===== config.mk =====
export PLATFORM = sky130hd
export DESIGN_NAME = rotary_encoder_button_decoder_flat
export DESIGN_NICKNAME = d
export VERILOG_FILES = /design/src/sv/rebd_pkg.sv /design/src/sv/rebd_if.sv /design/src/sv/rebd_quad.sv /design/src/sv/rebd_button.sv /design/src/sv/rotary_encoder_button_decoder.sv /design/src/flat_wrapper.sv
export SDC_FILE = /design/constraint.sdc
export NUM_CORES = 1
export LEC_CHECK = 0
export BUFFER_PORTS_ARGS = -buffer_cell sky130_fd_sc_hd__buf_2
export CAP_MARGIN = 20
export CORE_MARGIN = 8
export CORE_UTILIZATION = 45
export DETAILED_ROUTE_END_ITERATION = 16
export PLACE_DENSITY = 0.66
export SLEW_MARGIN = 20
export SYNTH_ARGS = -nofsm -noshare
export SYNTH_HDL_FRONTEND = slang
export SYNTH_HIERARCHICAL = 1
export SYNTH_SLANG_ARGS = --single-unit

===== constraint.sdc =====
create_clock -name clk -period 11.4 [get_ports clk]
set_input_delay 1.71 -clock clk [delete_from_list [all_inputs] [get_ports clk]]
set_output_delay 1.71 -clock clk [all_outputs]
set_load 0.01 [all_outputs]

===== src/sv/rebd_pkg.sv =====
// ----------------------------------------------------------------------------
// rebd_pkg
// Types and constants shared by the rotary encoder and button decoder.
// ----------------------------------------------------------------------------
package rebd_pkg;

  // Result codes
  typedef enum logic [2:0] {
    EV_NONE  = 3'd0,
    EV_CW    = 3'd1,
    EV_CCW   = 3'd2,
    EV_CLICK = 3'd3,
    EV_LONG  = 3'd4
  } event_t;

  // Configuration register indexes
  localparam logic [1:0] CFG_LONG_PRESS_MS  = 2'd0;
  localparam logic [1:0] CFG_ENC_HOLDOFF_US = 2'd1;
  localparam logic [1:0] CFG_BTN_SETTLE_MS  = 2'd2;

  localparam int CFG_DATA_W = 16;

  // Reset values of the configuration registers
  localparam logic [15:0] LONG_PRESS_MS_RST  = 16'd1000;
  localparam logic [15:0] ENC_HOLDOFF_US_RST = 16'd800;
  localparam logic [7:0]  BTN_SETTLE_MS_RST  = 8'd25;

  // Quadrature transition table, indexed by {previous phase, current phase}
  localparam logic signed [3:0] STEP_TABLE [16] = '{
     4'sd0, -4'sd1,  4'sd1,  4'sd0,
     4'sd1,  4'sd0,  4'sd0, -4'sd1,
    -4'sd1,  4'sd0,  4'sd0,  4'sd1,
     4'sd0,  4'sd1, -4'sd1,  4'sd0
  };

  // Encoder status towards the result stage
  typedef struct packed {
    logic cw;
    logic ccw;
  } enc_evt_t;

  // Button status towards the result stage
  typedef struct packed {
    logic click;
    logic long_press;
  } btn_evt_t;

endpackage


===== src/sv/rebd_if.sv =====
// ----------------------------------------------------------------------------
// rebd_if
// Request and result channels of the rotary encoder and button decoder.
// ----------------------------------------------------------------------------
interface rebd_in_if;
  logic        valid;
  logic        ready;
  logic        mode;
  logic        pin_a;
  logic        pin_b;
  logic        button_level;
  logic [31:0] time_us;
  logic [31:0] time_ms;

  modport source (output valid, mode, pin_a, pin_b, button_level, time_us, time_ms,
                  input ready);
  modport sink   (input valid, mode, pin_a, pin_b, button_level, time_us, time_ms,
                  output ready);
endinterface

interface rebd_out_if;
  logic       valid;
  logic       ready;
  logic [2:0] event_res;

  modport source (output valid, event_res, input ready);
  modport sink   (input valid, event_res, output ready);
endinterface


===== src/sv/rebd_quad.sv =====
// ----------------------------------------------------------------------------
// rebd_quad
// Quadrature phase tracking, sample spacing and detent accumulation.
// ----------------------------------------------------------------------------
module rebd_quad #(
  parameter int TIME_WIDTH       = 32,
  parameter int STEPS_PER_DETENT = 4
) (
  input  logic                  clk,
  input  logic                  rst,
  input  logic                  en,
  input  logic                  mode,
  input  logic                  pin_a,
  input  logic                  pin_b,
  input  logic [TIME_WIDTH-1:0] now_us,
  input  logic [15:0]           enc_holdoff_us,
  output rebd_pkg::enc_evt_t    evt
);

  localparam logic signed [3:0] DETENT = 4'(STEPS_PER_DETENT);

  logic [3:0]            phase;
  logic [3:0]            phase_next;
  logic signed [3:0]     acc;
  logic signed [3:0]     acc_next;
  logic [TIME_WIDTH-1:0] last_sample;
  logic [TIME_WIDTH-1:0] last_sample_next;

  logic                  sample;
  logic [3:0]            phase_shift;
  logic signed [3:0]     acc_mid;
  logic                  hit_cw;
  logic                  hit_ccw;

  always_comb begin
    sample      = (now_us - last_sample) >= TIME_WIDTH'(enc_holdoff_us);
    phase_shift = {phase[1:0], pin_a, pin_b};
    acc_mid     = sample ? acc + rebd_pkg::STEP_TABLE[phase_shift] : acc;
    hit_cw      = acc_mid >= DETENT;
    hit_ccw     = acc_mid <= -DETENT;

    phase_next       = phase;
    acc_next         = acc;
    last_sample_next = last_sample;
    if (mode) begin
      // capture start phase only
      phase_next = {2'b00, pin_a, pin_b};
    end else begin
      if (sample) begin
        phase_next       = phase_shift;
        last_sample_next = now_us;
      end
      acc_next = (hit_cw || hit_ccw) ? 4'sd0 : acc_mid;
    end

    evt.cw  = !mode && hit_cw;
    evt.ccw = !mode && !hit_cw && hit_ccw;
  end

  always_ff @(posedge clk) begin
    if (rst) begin
      phase       <= '0;
      acc         <= '0;
      last_sample <= '0;
    end else if (en) begin
      phase       <= phase_next;
      acc         <= acc_next;
      last_sample <= last_sample_next;
    end
  end

endmodule


===== src/sv/rebd_button.sv =====
// ----------------------------------------------------------------------------
// rebd_button
// Button debounce, press timing, click and long press detection.
// ----------------------------------------------------------------------------
module rebd_button #(
  parameter int TIME_WIDTH = 32
) (
  input  logic                  clk,
  input  logic                  rst,
  input  logic                  en,
  input  logic                  mode,
  input  logic                  button_level,
  input  logic [TIME_WIDTH-1:0] now_ms,
  input  logic [15:0]           long_press_ms,
  input  logic [7:0]            btn_settle_ms,
  output rebd_pkg::btn_evt_t    evt
);

  logic                  last_level;
  logic                  last_level_next;
  logic [TIME_WIDTH-1:0] press_start;
  logic [TIME_WIDTH-1:0] press_start_next;
  logic [TIME_WIDTH-1:0] last_change;
  logic [TIME_WIDTH-1:0] last_change_next;

  logic                  change;
  logic [TIME_WIDTH-1:0] press_mid;
  logic                  click;
  logic                  long_hit;

  always_comb begin
    change = (button_level != last_level) &&
             ((now_ms - last_change) > TIME_WIDTH'(btn_settle_ms));

    // press start zero stands for no press
    click = change && button_level && (press_start != '0) &&
            ((now_ms - press_start) < TIME_WIDTH'(long_press_ms));
    if (change) begin
      press_mid = button_level ? '0 : now_ms;
    end else begin
      press_mid = press_start;
    end
    long_hit = (press_mid != '0) &&
               ((now_ms - press_mid) >= TIME_WIDTH'(long_press_ms));

    last_level_next  = last_level;
    last_change_next = last_change;
    press_start_next = press_start;
    if (!mode) begin
      if (change) begin
        last_level_next  = button_level;
        last_change_next = now_ms;
      end
      press_start_next = long_hit ? '0 : press_mid;
    end

    evt.click      = !mode && click;
    evt.long_press = !mode && long_hit;
  end

  always_ff @(posedge clk) begin
    if (rst) begin
      last_level  <= 1'b0;
      press_start <= '0;
      last_change <= '0;
    end else if (en) begin
      last_level  <= last_level_next;
      press_start <= press_start_next;
      last_change <= last_change_next;
    end
  end

endmodule


===== src/sv/rotary_encoder_button_decoder.sv =====
// ----------------------------------------------------------------------------
// rotary_encoder_button_decoder: request register, then result register.
// Throughput one request per cycle while the sink is ready; the registers
// are separate stages; a held result still lets one request in. Reset (rst,
// synchronous, active high) restores config, clears valid and decoder state.
// ----------------------------------------------------------------------------
module rotary_encoder_button_decoder #(
  parameter int TIME_WIDTH       = 32,
  parameter int STEPS_PER_DETENT = 4
) (
  input  logic                          clk,
  input  logic                          rst,
  rebd_in_if.sink                       in_ch,
  rebd_out_if.source                    out_ch,
  input  logic                          cfg_we,
  input  logic [1:0]                    cfg_addr,
  input  logic [rebd_pkg::CFG_DATA_W-1:0] cfg_data
);

  // --------------------------------------------------------------------------
  // Configuration registers, no read-back; the user must write them only while
  // idle, the block does not enforce it. An index beyond the list is dropped.
  // --------------------------------------------------------------------------
  logic [15:0] long_press_ms;
  logic [15:0] enc_holdoff_us;
  logic [7:0]  btn_settle_ms;

  always_ff @(posedge clk) begin
    if (rst) begin
      long_press_ms  <= rebd_pkg::LONG_PRESS_MS_RST;
      enc_holdoff_us <= rebd_pkg::ENC_HOLDOFF_US_RST;
      btn_settle_ms  <= rebd_pkg::BTN_SETTLE_MS_RST;
    end else if (cfg_we) begin
      unique case (cfg_addr)
        rebd_pkg::CFG_LONG_PRESS_MS:  long_press_ms  <= cfg_data;
        rebd_pkg::CFG_ENC_HOLDOFF_US: enc_holdoff_us <= cfg_data;
        rebd_pkg::CFG_BTN_SETTLE_MS:  btn_settle_ms  <= cfg_data[7:0];
        default: ;
      endcase
    end
  end

  // --------------------------------------------------------------------------
  // Request register. The request is held here while the decoders evaluate
  // it against the current state; it advances into the result register
  // whenever that register is empty or being drained this cycle.
  // --------------------------------------------------------------------------
  logic                  req_valid;
  logic                  req_mode;
  logic                  req_pin_a;
  logic                  req_pin_b;
  logic                  req_button;
  logic [TIME_WIDTH-1:0] req_us;
  logic [TIME_WIDTH-1:0] req_ms;

  logic                  res_valid;
  rebd_pkg::event_t      res_event;

  logic                  advance;
  logic                  process;
  logic                  accept;

  assign advance     = !res_valid || out_ch.ready;
  assign process     = req_valid && advance;
  assign in_ch.ready = !req_valid || advance;
  assign accept      = in_ch.valid && in_ch.ready;

  always_ff @(posedge clk) begin
    if (rst) begin
      req_valid <= 1'b0;
    end else if (accept) begin
      req_valid <= 1'b1;
    end else if (process) begin
      req_valid <= 1'b0;
    end
  end

  // Timestamps wrap at TIME_WIDTH bits; narrower widths drop the top bits.
  always_ff @(posedge clk) begin
    if (accept) begin
      req_mode   <= in_ch.mode;
      req_pin_a  <= in_ch.pin_a;
      req_pin_b  <= in_ch.pin_b;
      req_button <= in_ch.button_level;
      req_us     <= TIME_WIDTH'(in_ch.time_us);
      req_ms     <= TIME_WIDTH'(in_ch.time_ms);
    end
  end

  // --------------------------------------------------------------------------
  // Decoders. Each updates its own state only when the request advances.
  // --------------------------------------------------------------------------
  rebd_pkg::enc_evt_t enc_evt;
  rebd_pkg::btn_evt_t btn_evt;

  rebd_quad #(
    .TIME_WIDTH       (TIME_WIDTH),
    .STEPS_PER_DETENT (STEPS_PER_DETENT)
  ) u_quad (
    .clk            (clk),
    .rst            (rst),
    .en             (process),
    .mode           (req_mode),
    .pin_a          (req_pin_a),
    .pin_b          (req_pin_b),
    .now_us         (req_us),
    .enc_holdoff_us (enc_holdoff_us),
    .evt            (enc_evt)
  );

  rebd_button #(
    .TIME_WIDTH (TIME_WIDTH)
  ) u_button (
    .clk           (clk),
    .rst           (rst),
    .en            (process),
    .mode          (req_mode),
    .button_level  (req_button),
    .now_ms        (req_ms),
    .long_press_ms (long_press_ms),
    .btn_settle_ms (btn_settle_ms),
    .evt           (btn_evt)
  );

  // --------------------------------------------------------------------------
  // Result merge: a button event overrides an encoder event, and a long
  // press overrides a click (both cannot fire together in practice).
  // --------------------------------------------------------------------------
  rebd_pkg::event_t res_event_next;

  always_comb begin
    priority if (btn_evt.long_press) begin
      res_event_next = rebd_pkg::EV_LONG;
    end else if (btn_evt.click) begin
      res_event_next = rebd_pkg::EV_CLICK;
    end else if (enc_evt.cw) begin
      res_event_next = rebd_pkg::EV_CW;
    end else if (enc_evt.ccw) begin
      res_event_next = rebd_pkg::EV_CCW;
    end else begin
      res_event_next = rebd_pkg::EV_NONE;
    end
  end

  // Result register: load on advance, hold while the sink stalls.
  always_ff @(posedge clk) begin
    if (rst) begin
      res_valid <= 1'b0;
    end else if (advance) begin
      res_valid <= req_valid;
    end
  end

  always_ff @(posedge clk) begin
    if (process) begin
      res_event <= res_event_next;
    end
  end

  assign out_ch.valid     = res_valid;
  assign out_ch.event_res = res_event;

`ifndef SYNTHESIS
  // Stall only when both stages are full and the sink holds back.
  a_stall_cause: assert property (@(posedge clk) disable iff (rst)
    !in_ch.ready |-> (req_valid && res_valid && !out_ch.ready))
    else $error("request side stalled without a full pipeline");

  // Phase capture never produces an event.
  a_capture_quiet: assert property (@(posedge clk) disable iff (rst)
    (process && req_mode) |=> (out_ch.event_res == rebd_pkg::EV_NONE))
    else $error("capture request produced an event");

  // Every processed request lands in the result register.
  a_result_loaded: assert property (@(posedge clk) disable iff (rst)
    process |=> res_valid)
    else $error("processed request lost");
`endif

endmodule

===== src/flat_wrapper.sv =====
// flat-port wrapper written by rule: the top's interface ports become plain ports
module rotary_encoder_button_decoder_flat 
#(
  parameter int TIME_WIDTH       = 32,
  parameter int STEPS_PER_DETENT = 4
)
  (clk, rst, cfg_we, cfg_addr, cfg_data, in_ch_valid, in_ch_mode, in_ch_pin_a, in_ch_pin_b, in_ch_button_level, in_ch_time_us, in_ch_time_ms, in_ch_ready, out_ch_valid, out_ch_event_res, out_ch_ready);
  rebd_in_if in_ch_i ();
  rebd_out_if out_ch_i ();
  input  logic clk;
  input  logic rst;
  input  logic cfg_we;
  input  logic [1:0] cfg_addr;
  input  logic [rebd_pkg::CFG_DATA_W-1:0] cfg_data;
  input wire logic [$bits(in_ch_i.valid)-1:0] in_ch_valid;
  input wire logic [$bits(in_ch_i.mode)-1:0] in_ch_mode;
  input wire logic [$bits(in_ch_i.pin_a)-1:0] in_ch_pin_a;
  input wire logic [$bits(in_ch_i.pin_b)-1:0] in_ch_pin_b;
  input wire logic [$bits(in_ch_i.button_level)-1:0] in_ch_button_level;
  input wire logic [$bits(in_ch_i.time_us)-1:0] in_ch_time_us;
  input wire logic [$bits(in_ch_i.time_ms)-1:0] in_ch_time_ms;
  output wire logic [$bits(in_ch_i.ready)-1:0] in_ch_ready;
  output wire logic [$bits(out_ch_i.valid)-1:0] out_ch_valid;
  output wire logic [$bits(out_ch_i.event_res)-1:0] out_ch_event_res;
  input wire logic [$bits(out_ch_i.ready)-1:0] out_ch_ready;
  assign in_ch_i.valid = in_ch_valid;
  assign in_ch_i.mode = in_ch_mode;
  assign in_ch_i.pin_a = in_ch_pin_a;
  assign in_ch_i.pin_b = in_ch_pin_b;
  assign in_ch_i.button_level = in_ch_button_level;
  assign in_ch_i.time_us = in_ch_time_us;
  assign in_ch_i.time_ms = in_ch_time_ms;
  assign in_ch_ready = in_ch_i.ready;
  assign out_ch_valid = out_ch_i.valid;
  assign out_ch_event_res = out_ch_i.event_res;
  assign out_ch_i.ready = out_ch_ready;
  rotary_encoder_button_decoder #(.TIME_WIDTH(TIME_WIDTH), .STEPS_PER_DETENT(STEPS_PER_DETENT)) u_core (.clk(clk), .rst(rst), .in_ch(in_ch_i), .out_ch(out_ch_i), .cfg_we(cfg_we), .cfg_addr(cfg_addr), .cfg_data(cfg_data));
endmodule

* Word level (Yosys, flattened, before mapping)
Memory sizes are Yosys's and may differ from the RTL's. Cells that the tools add are included.
Cells by class: mux-type cells 14, bitwise logic cells 2, magnitude comparators 7, add/sub/neg operators 5, reduce and logical (&&, ||, !) cells 31, equal/unequal tests 3
Operator list (count):
- subtractor 32 bit | 4
- two-way mux 32 bit | 3
- >= comparator 32 x 16 -> 1 bit | 2
- nonzero test 32 bit | 2
- > comparator 32 x 8 -> 1 bit | 1
- < comparator 32 x 16 -> 1 bit | 1
- two-way mux 4 bit | 4
- logical AND 1 bit | 12
- AND reduction 2 bit | 5
- two-way mux 2 bit | 3
- two-way mux 3 bit | 2
- AND reduction 3 bit | 2
- >= comparator 5 bit (second input constant) | 1
- inverter 4 -> 5 bit | 1
- adder 4 bit | 1
- >= comparator 4 bit (second input constant) | 1
- less-or-equal comparator 4 x 3 -> 1 bit (second input constant) | 1
- zero test 1 bit | 4
- nonzero test 2 bit | 2
- logical OR 1 bit | 3
- equality test 2 x 1 -> 1 bit (second input constant) | 1
- equality test 2 bit (second input constant) | 1
- zero test 2 bit | 1
- two-way mux 1 bit | 2
- 2 further kinds | 2
Storage, ports and cells: output and inout port bits 5, ROM bits 64, register bits after elaboration 216, input bits 91, memories 1, word-level logic and storage cells 81
Memory list:
- (no name shown) | words 16, bits a word 4, rd ports 1, clocked after Yosys merged registers in 0, write ports 0, RTL line rebd_quad.sv:38 | acc_mid = sample ? acc + rebd_pkg::STEP_TABLE[phase_shift] : acc;

* Logic depth before layout (Yosys ltp)
word-level depth 13, mapped depth 50, depth with buffers taken out 49

* Hierarchy
The synthesis kept the hierarchy.
Modules (own cells, without submodules):
- rebd_button | area each 9419.0 um^2, times used 1, sequential area each 1301.2 um^2, cells an instance 1313
- rebd_quad | area each 4260.3 um^2, times used 1, sequential area each 760.7 um^2, cells an instance 551
- rotary_encoder_button_decoder | area each 3882.5 um^2, times used 1, sequential area each 2972.9 um^2, cells an instance 245

* Least setup slack after synthesis
No wires, ideal clock.
kind register to register, start register u_core.req_ms[1], end register u_core.res_event[2] (netlist: u_core/out_ch.event_res[2]) (data pin), library setup time 0.266 ns, data required time 11.134 ns, clock period less this slack 9.203 ns, buffers on the path 2, path slack 2.197 ns, arrival 8.937 ns, cell stages (with the launch flop) 48, cells stage by stage edfxtp_1 > inv_1 > fa_1 > nand2b_1 > a21oi_1 > nor2_1 > xnor2_1 > ha_1 > nand4_1 > mux2i_1 > a21oi_1 > a21oi_1 > o2111a_1 > nand4_1 > or4_4 > o31ai_1 > clkbuf_1 > clkbuf_1 > [... 12 more ...] > nor2b_1 > o21ai_0 > nand2b_1 > a21oi_1 > xnor2_1 > ha_1 > nor2b_1 > o21ai_0 > o311ai_0 > nor3_1 > o2111ai_1 > or4_1 > or4_1 > a2111oi_0 > nand4_1 > nor3b_1 > or2_1 > nor2_1
RTL lines:
- from (decl) | RTL line rotary_encoder_button_decoder.sv:54 | logic [TIME_WIDTH-1:0] req_ms;
- from (signal assigned) | RTL line rotary_encoder_button_decoder.sv:86 | req_ms <= TIME_WIDTH'(in_ch.time_ms);
- to (signal assigned) | RTL line rotary_encoder_button_decoder.sv:156 | res_event <= res_event_next;
- to (decl) | RTL line rotary_encoder_button_decoder.sv:57 | rebd_pkg::event_t res_event;

* Final worst setup path
start register u_core.req_ms[1], end register u_core.u_button.press_start[21]
Between the ends: word-level cells in the longest chain between the ends 8, elaborated cells on any way between the ends 10, classes of those cells add/sub (2); order compare (2); mux (3); reduce/logical (3)
RTL lines:
- subtractor 32 bit | RTL line rebd_button.sv:33 | ((now_ms - last_change) > TIME_WIDTH'(btn_settle_ms));
- > comparator 32 x 8 -> 1 bit | RTL line rebd_button.sv:33
- logical AND 1 bit | RTL line rebd_button.sv:32 | change = (button_level != last_level) &&
- two-way mux 32 bit | RTL line rebd_button.sv:38 | if (change) begin
- subtractor 32 bit | RTL line rebd_button.sv:44 | ((now_ms - press_mid) >= TIME_WIDTH'(long_press_ms));
- >= comparator 32 x 16 -> 1 bit | RTL line rebd_button.sv:44
- logical AND 1 bit | RTL line rebd_button.sv:43 | long_hit = (press_mid != '0) &&
- two-way mux 32 bit (*) | RTL line rebd_button.sv:54 | press_start_next = long_hit ? '0 : press_mid;
- to (signal assigned) | RTL line rebd_button.sv:68 | press_start <= press_start_next;
- to (decl) | RTL line rebd_button.sv:21 | logic [TIME_WIDTH-1:0] press_start;
Every way passes the cells marked *; elsewhere a longest branch is shown, timed or not. A chain may end at the register's enable or synchronous reset.

==> results.md <==
- Clk buf depth: 3
- Post-DR wirelength/cell: 17.9 um
- Die area: 45600 sq um
- Vias in the first global route: 15200
- Final Skew: 0.0128 ns
- Area Growth Syn to Fin: 10.6%
- Seq/Total Area, Yosys: 0.287
- Largest net degree at the start of global routing: 75
- Final Cycle Share: 0.922
- Post-Syn Area: 17600 sq um
- Flops & latches, synth: 216
- Post-synth top area cell: dfxtp_1
- Unrepaired setup endpoints after global routing: no
- Worst path slowest cell: or4_4
- WS Path Type: register to register
- Final WL: 48700 um
- Worst Path Max Fanout: 30
- Min-Delay Path Class: register to register
- Ys flop type: dfxtp_1
- Req. time, crit path: 11.88 ns
- Most common cell in the netlist: nor2_1
- Synth top area share: 0.165
- Outcome: finished, final reports clean
- Share of flip-flops with an asynchronous set or reset after synthesis: 0
- Worst hold endpoint: u_core/out_ch.valid$_SDFFE_PP0P_
- Row Count: 72
- Gr usage total: 0.209
- 1st-iter DRT viols: 1042
- Post-synth net total: 2393
- First-pass GRT wire length: 78100 um
- Setup TNS: 0 ns
- Antenna violations before repair: 0
- Synth top area cells: dfxtp_1 17%, ha_1 13%, edfxtp_1 12%
- Max cap viols: 0
- Num CTS Buffers: 27
- DP Area: 18500 sq um
- Clock Sinks: 216
- Final ANT Viol Nets: 0
- Post-synthesis area per instance: 8.33 sq um
- Synth Instances: 2109
- Filler Cell Count: 3826
- H-tree Lvls: 1
- Tmin final: 10.51 ns
- Layout cells sized above 1: 0.100
- Worst R2R Start: u_core/req_ms[1]$_DFFE_PP_
- Sequential Area: 5030 sq um
- DRT Pass-1 Iters: 6
- Final RePlAce weighted congestion: 0.948
- Final instance area: 19400 sq um
- Post-CTS Setup Inserts: 0
- Critical Path Start Type: register
- Via-to-Cell Ratio: 5.77
- Worst-path clk slew: 0.06 ns
- Synth Warn #: 6
- Final hold slack: 0.464 ns
- Cts repair resizes: 0
- Fmax achieved: 95.2 MHz
- Relative slew slack: 0.295
- R2R Setup Slk: 0.89 ns
- Number of flops mapped to enable cells by yosys: 71
- Worst vdd rail ir drop: 0.119 mV
- PD cells: 116 nW/um^2
- I/O pins: 96
- Synth top cells by count: 220 x nor2_1, 191 x inv_1, 188 x ha_1
- Detailed Place HPWL: 37300 um
- Slew @ Worst Pin: 1.06 ns
- Critical path arrival: 10.99 ns
- Number of remaining DRC errors: 0
- Hold path start: u_core/req_valid$_SDFFE_PP0P_
- Util after Layout: 0.504
- Worst Reg-to-Reg Cells: 46
- Unique masters post-synth: 97
- # hold bufs at CTS: 0
- R2r endpoint: u_core/u_button/press_start[21]$_SDFFE_PP0P_
- Hold path cells: 2
- Total grt overflow: 0
- Initial Utilization: 0.455
- Worst Setup End Kind: register
- Clk_lat worst skew: 0.54 ns
- Final Slew Violations: 0
- CTS tree: built
- Area of the multi-input gates: 11500 sq um
- CP most frequent cell: a21oi_1
- Final hold violations: 0
- Layout Nets: 2459
- Port Buffers: 95
- Height of the chip: 214 um
- Core box area: 38600 sq um
- Slowest Stage Delay on Critical Path: 0.62 ns
- Root Buffer: clkbuf_16
- Total Power: 2250 uW
- LEAKAGE: 0.00779 uW
- Final setup viols: 0
- Die W: 214 um
- Vias: 15700
## worst max-delay path by stage
| stage | startpoint | slack [ns] | to | cells past startpoint |
|---|---|---|---|---|
| floorplan | u_core/req_ms[1]$_DFFE_PP_ | 2.20 | u_core/out_ch.event_res[2]$_SDFFCE_PP1P_ | 47 |
| global placement | u_core/req_ms[1]$_DFFE_PP_ | 0.90 | u_core/u_button/press_start[8]$_SDFFE_PP0P_ | 45 |
| detailed placement | u_core/req_ms[1]$_DFFE_PP_ | 0.73 | u_core/u_button/press_start[30]$_SDFFE_PP0P_ | 46 |
| CTS | u_core/req_ms[1]$_DFFE_PP_ | 0.66 | u_core/u_button/press_start[21]$_SDFFE_PP0P_ | 46 |
| global route | u_core/req_ms[1]$_DFFE_PP_ | 0.05 | u_core/u_button/press_start[28]$_SDFFE_PP0P_ | 46 |
| finish | u_core/req_ms[1]$_DFFE_PP_ | 0.89 | u_core/u_button/press_start[21]$_SDFFE_PP0P_ | 46 |
## registers in the layout, summed over array words and instances (netlist names), 2 cells and up
register / flops
u_core/btn_settle_ms: 8
u_core/u_quad/last_sample: 32
u_core/u_quad/acc: 4
u_core/u_button/press_start: 32
u_core/out_ch.event_res: 3
u_core/u_button/last_change: 32
u_core/req_ms: 32
u_core/u_quad/phase: 2
u_core/long_press_ms: 16
u_core/enc_holdoff_us: 16
u_core/req_us: 32
## logic make-up after synthesis
kind of cell    synth area share
simple gates               0.189
compound gates             0.218
buf+inv                   0.0617
flops                      0.287
fa+ha+maj                  0.140
mux                       0.0715
xor+xnor                  0.0339
## per-stage QoR
stage / setup WS (ns) / cells
2_1_floorplan: 2.20 / 2109
3_3_place_gp: 0.899 / 2663
3_5_place_dp: 0.732 / 2664
4_1_cts: 0.658 / 2711
5_1_grt: 0.0534 / 2711
6_report: 0.891 / 2712
## cell type report
cell class	instances	area share
Multi-Input combinational cell	1629	0.593
Sequential cell	216	0.259
Antenna cell	1	0.000129
Clock buffer	32	0.0373
Tap cell	518	0.0334
Timing Repair Buffer	110	0.0314
Inverter	191	0.0369
Clock inverter	15	0.00870
## power by group
part,total (uW),switching (uW),internal [uW],leakage (uW)
registers,852,26.1,826,0.00187
clock network,868,347,520,0.000433
logic,529,318,211,0.00549
total,2250,691,1560,0.00779
## metal layers
layer	up-vias	wire (um)	global-route usage
met5	-	0	0
met3	93	2640	0.0295
li1	7771	-	-
met1	7320	22400	0.279
met4	0	1360	0.0593
met2	466	22200	0.350
## worst max-delay path: cells and delay by family (launching register included)
kind | cells | cell delay, ns
buffers and inverters | 2 | 0.44
adder cells (fa/ha/maj) | 4 | 1.37
AND/OR/NAND/NOR | 16 | 3.55
flip-flops | 1 | 0.53
AO/OA/AOI/OAI | 21 | 4.08
XOR/XNOR | 2 | 0.29
multiplexers | 1 | 0.15
## placed cells by master, fill, tap and decap left out, types with 21 or more instances in the layout
| master | n |
|---|---|
| dfxtp_1 | 145 |
| o21ai_0 | 99 |
| inv_1 | 191 |
| o21ai_2 | 25 |
| a21oi_1 | 145 |
| nand2_1 | 178 |
| o211ai_1 | 22 |
| edfxtp_1 | 71 |
| nand2b_1 | 71 |
| o21a_1 | 31 |
| a22oi_1 | 21 |
| nor2_1 | 220 |
| xnor2_1 | 50 |
| nor2b_1 | 23 |
| buf_2 | 94 |
| a211oi_1 | 23 |
| a21o_1 | 24 |
| mux2i_1 | 122 |
| nand3_1 | 27 |
| ha_1 | 188 |
| clkbuf_16 | 27 |
| nand4_1 | 33 |
| nor3_1 | 22 |
(Power assumes the default switching activity.)
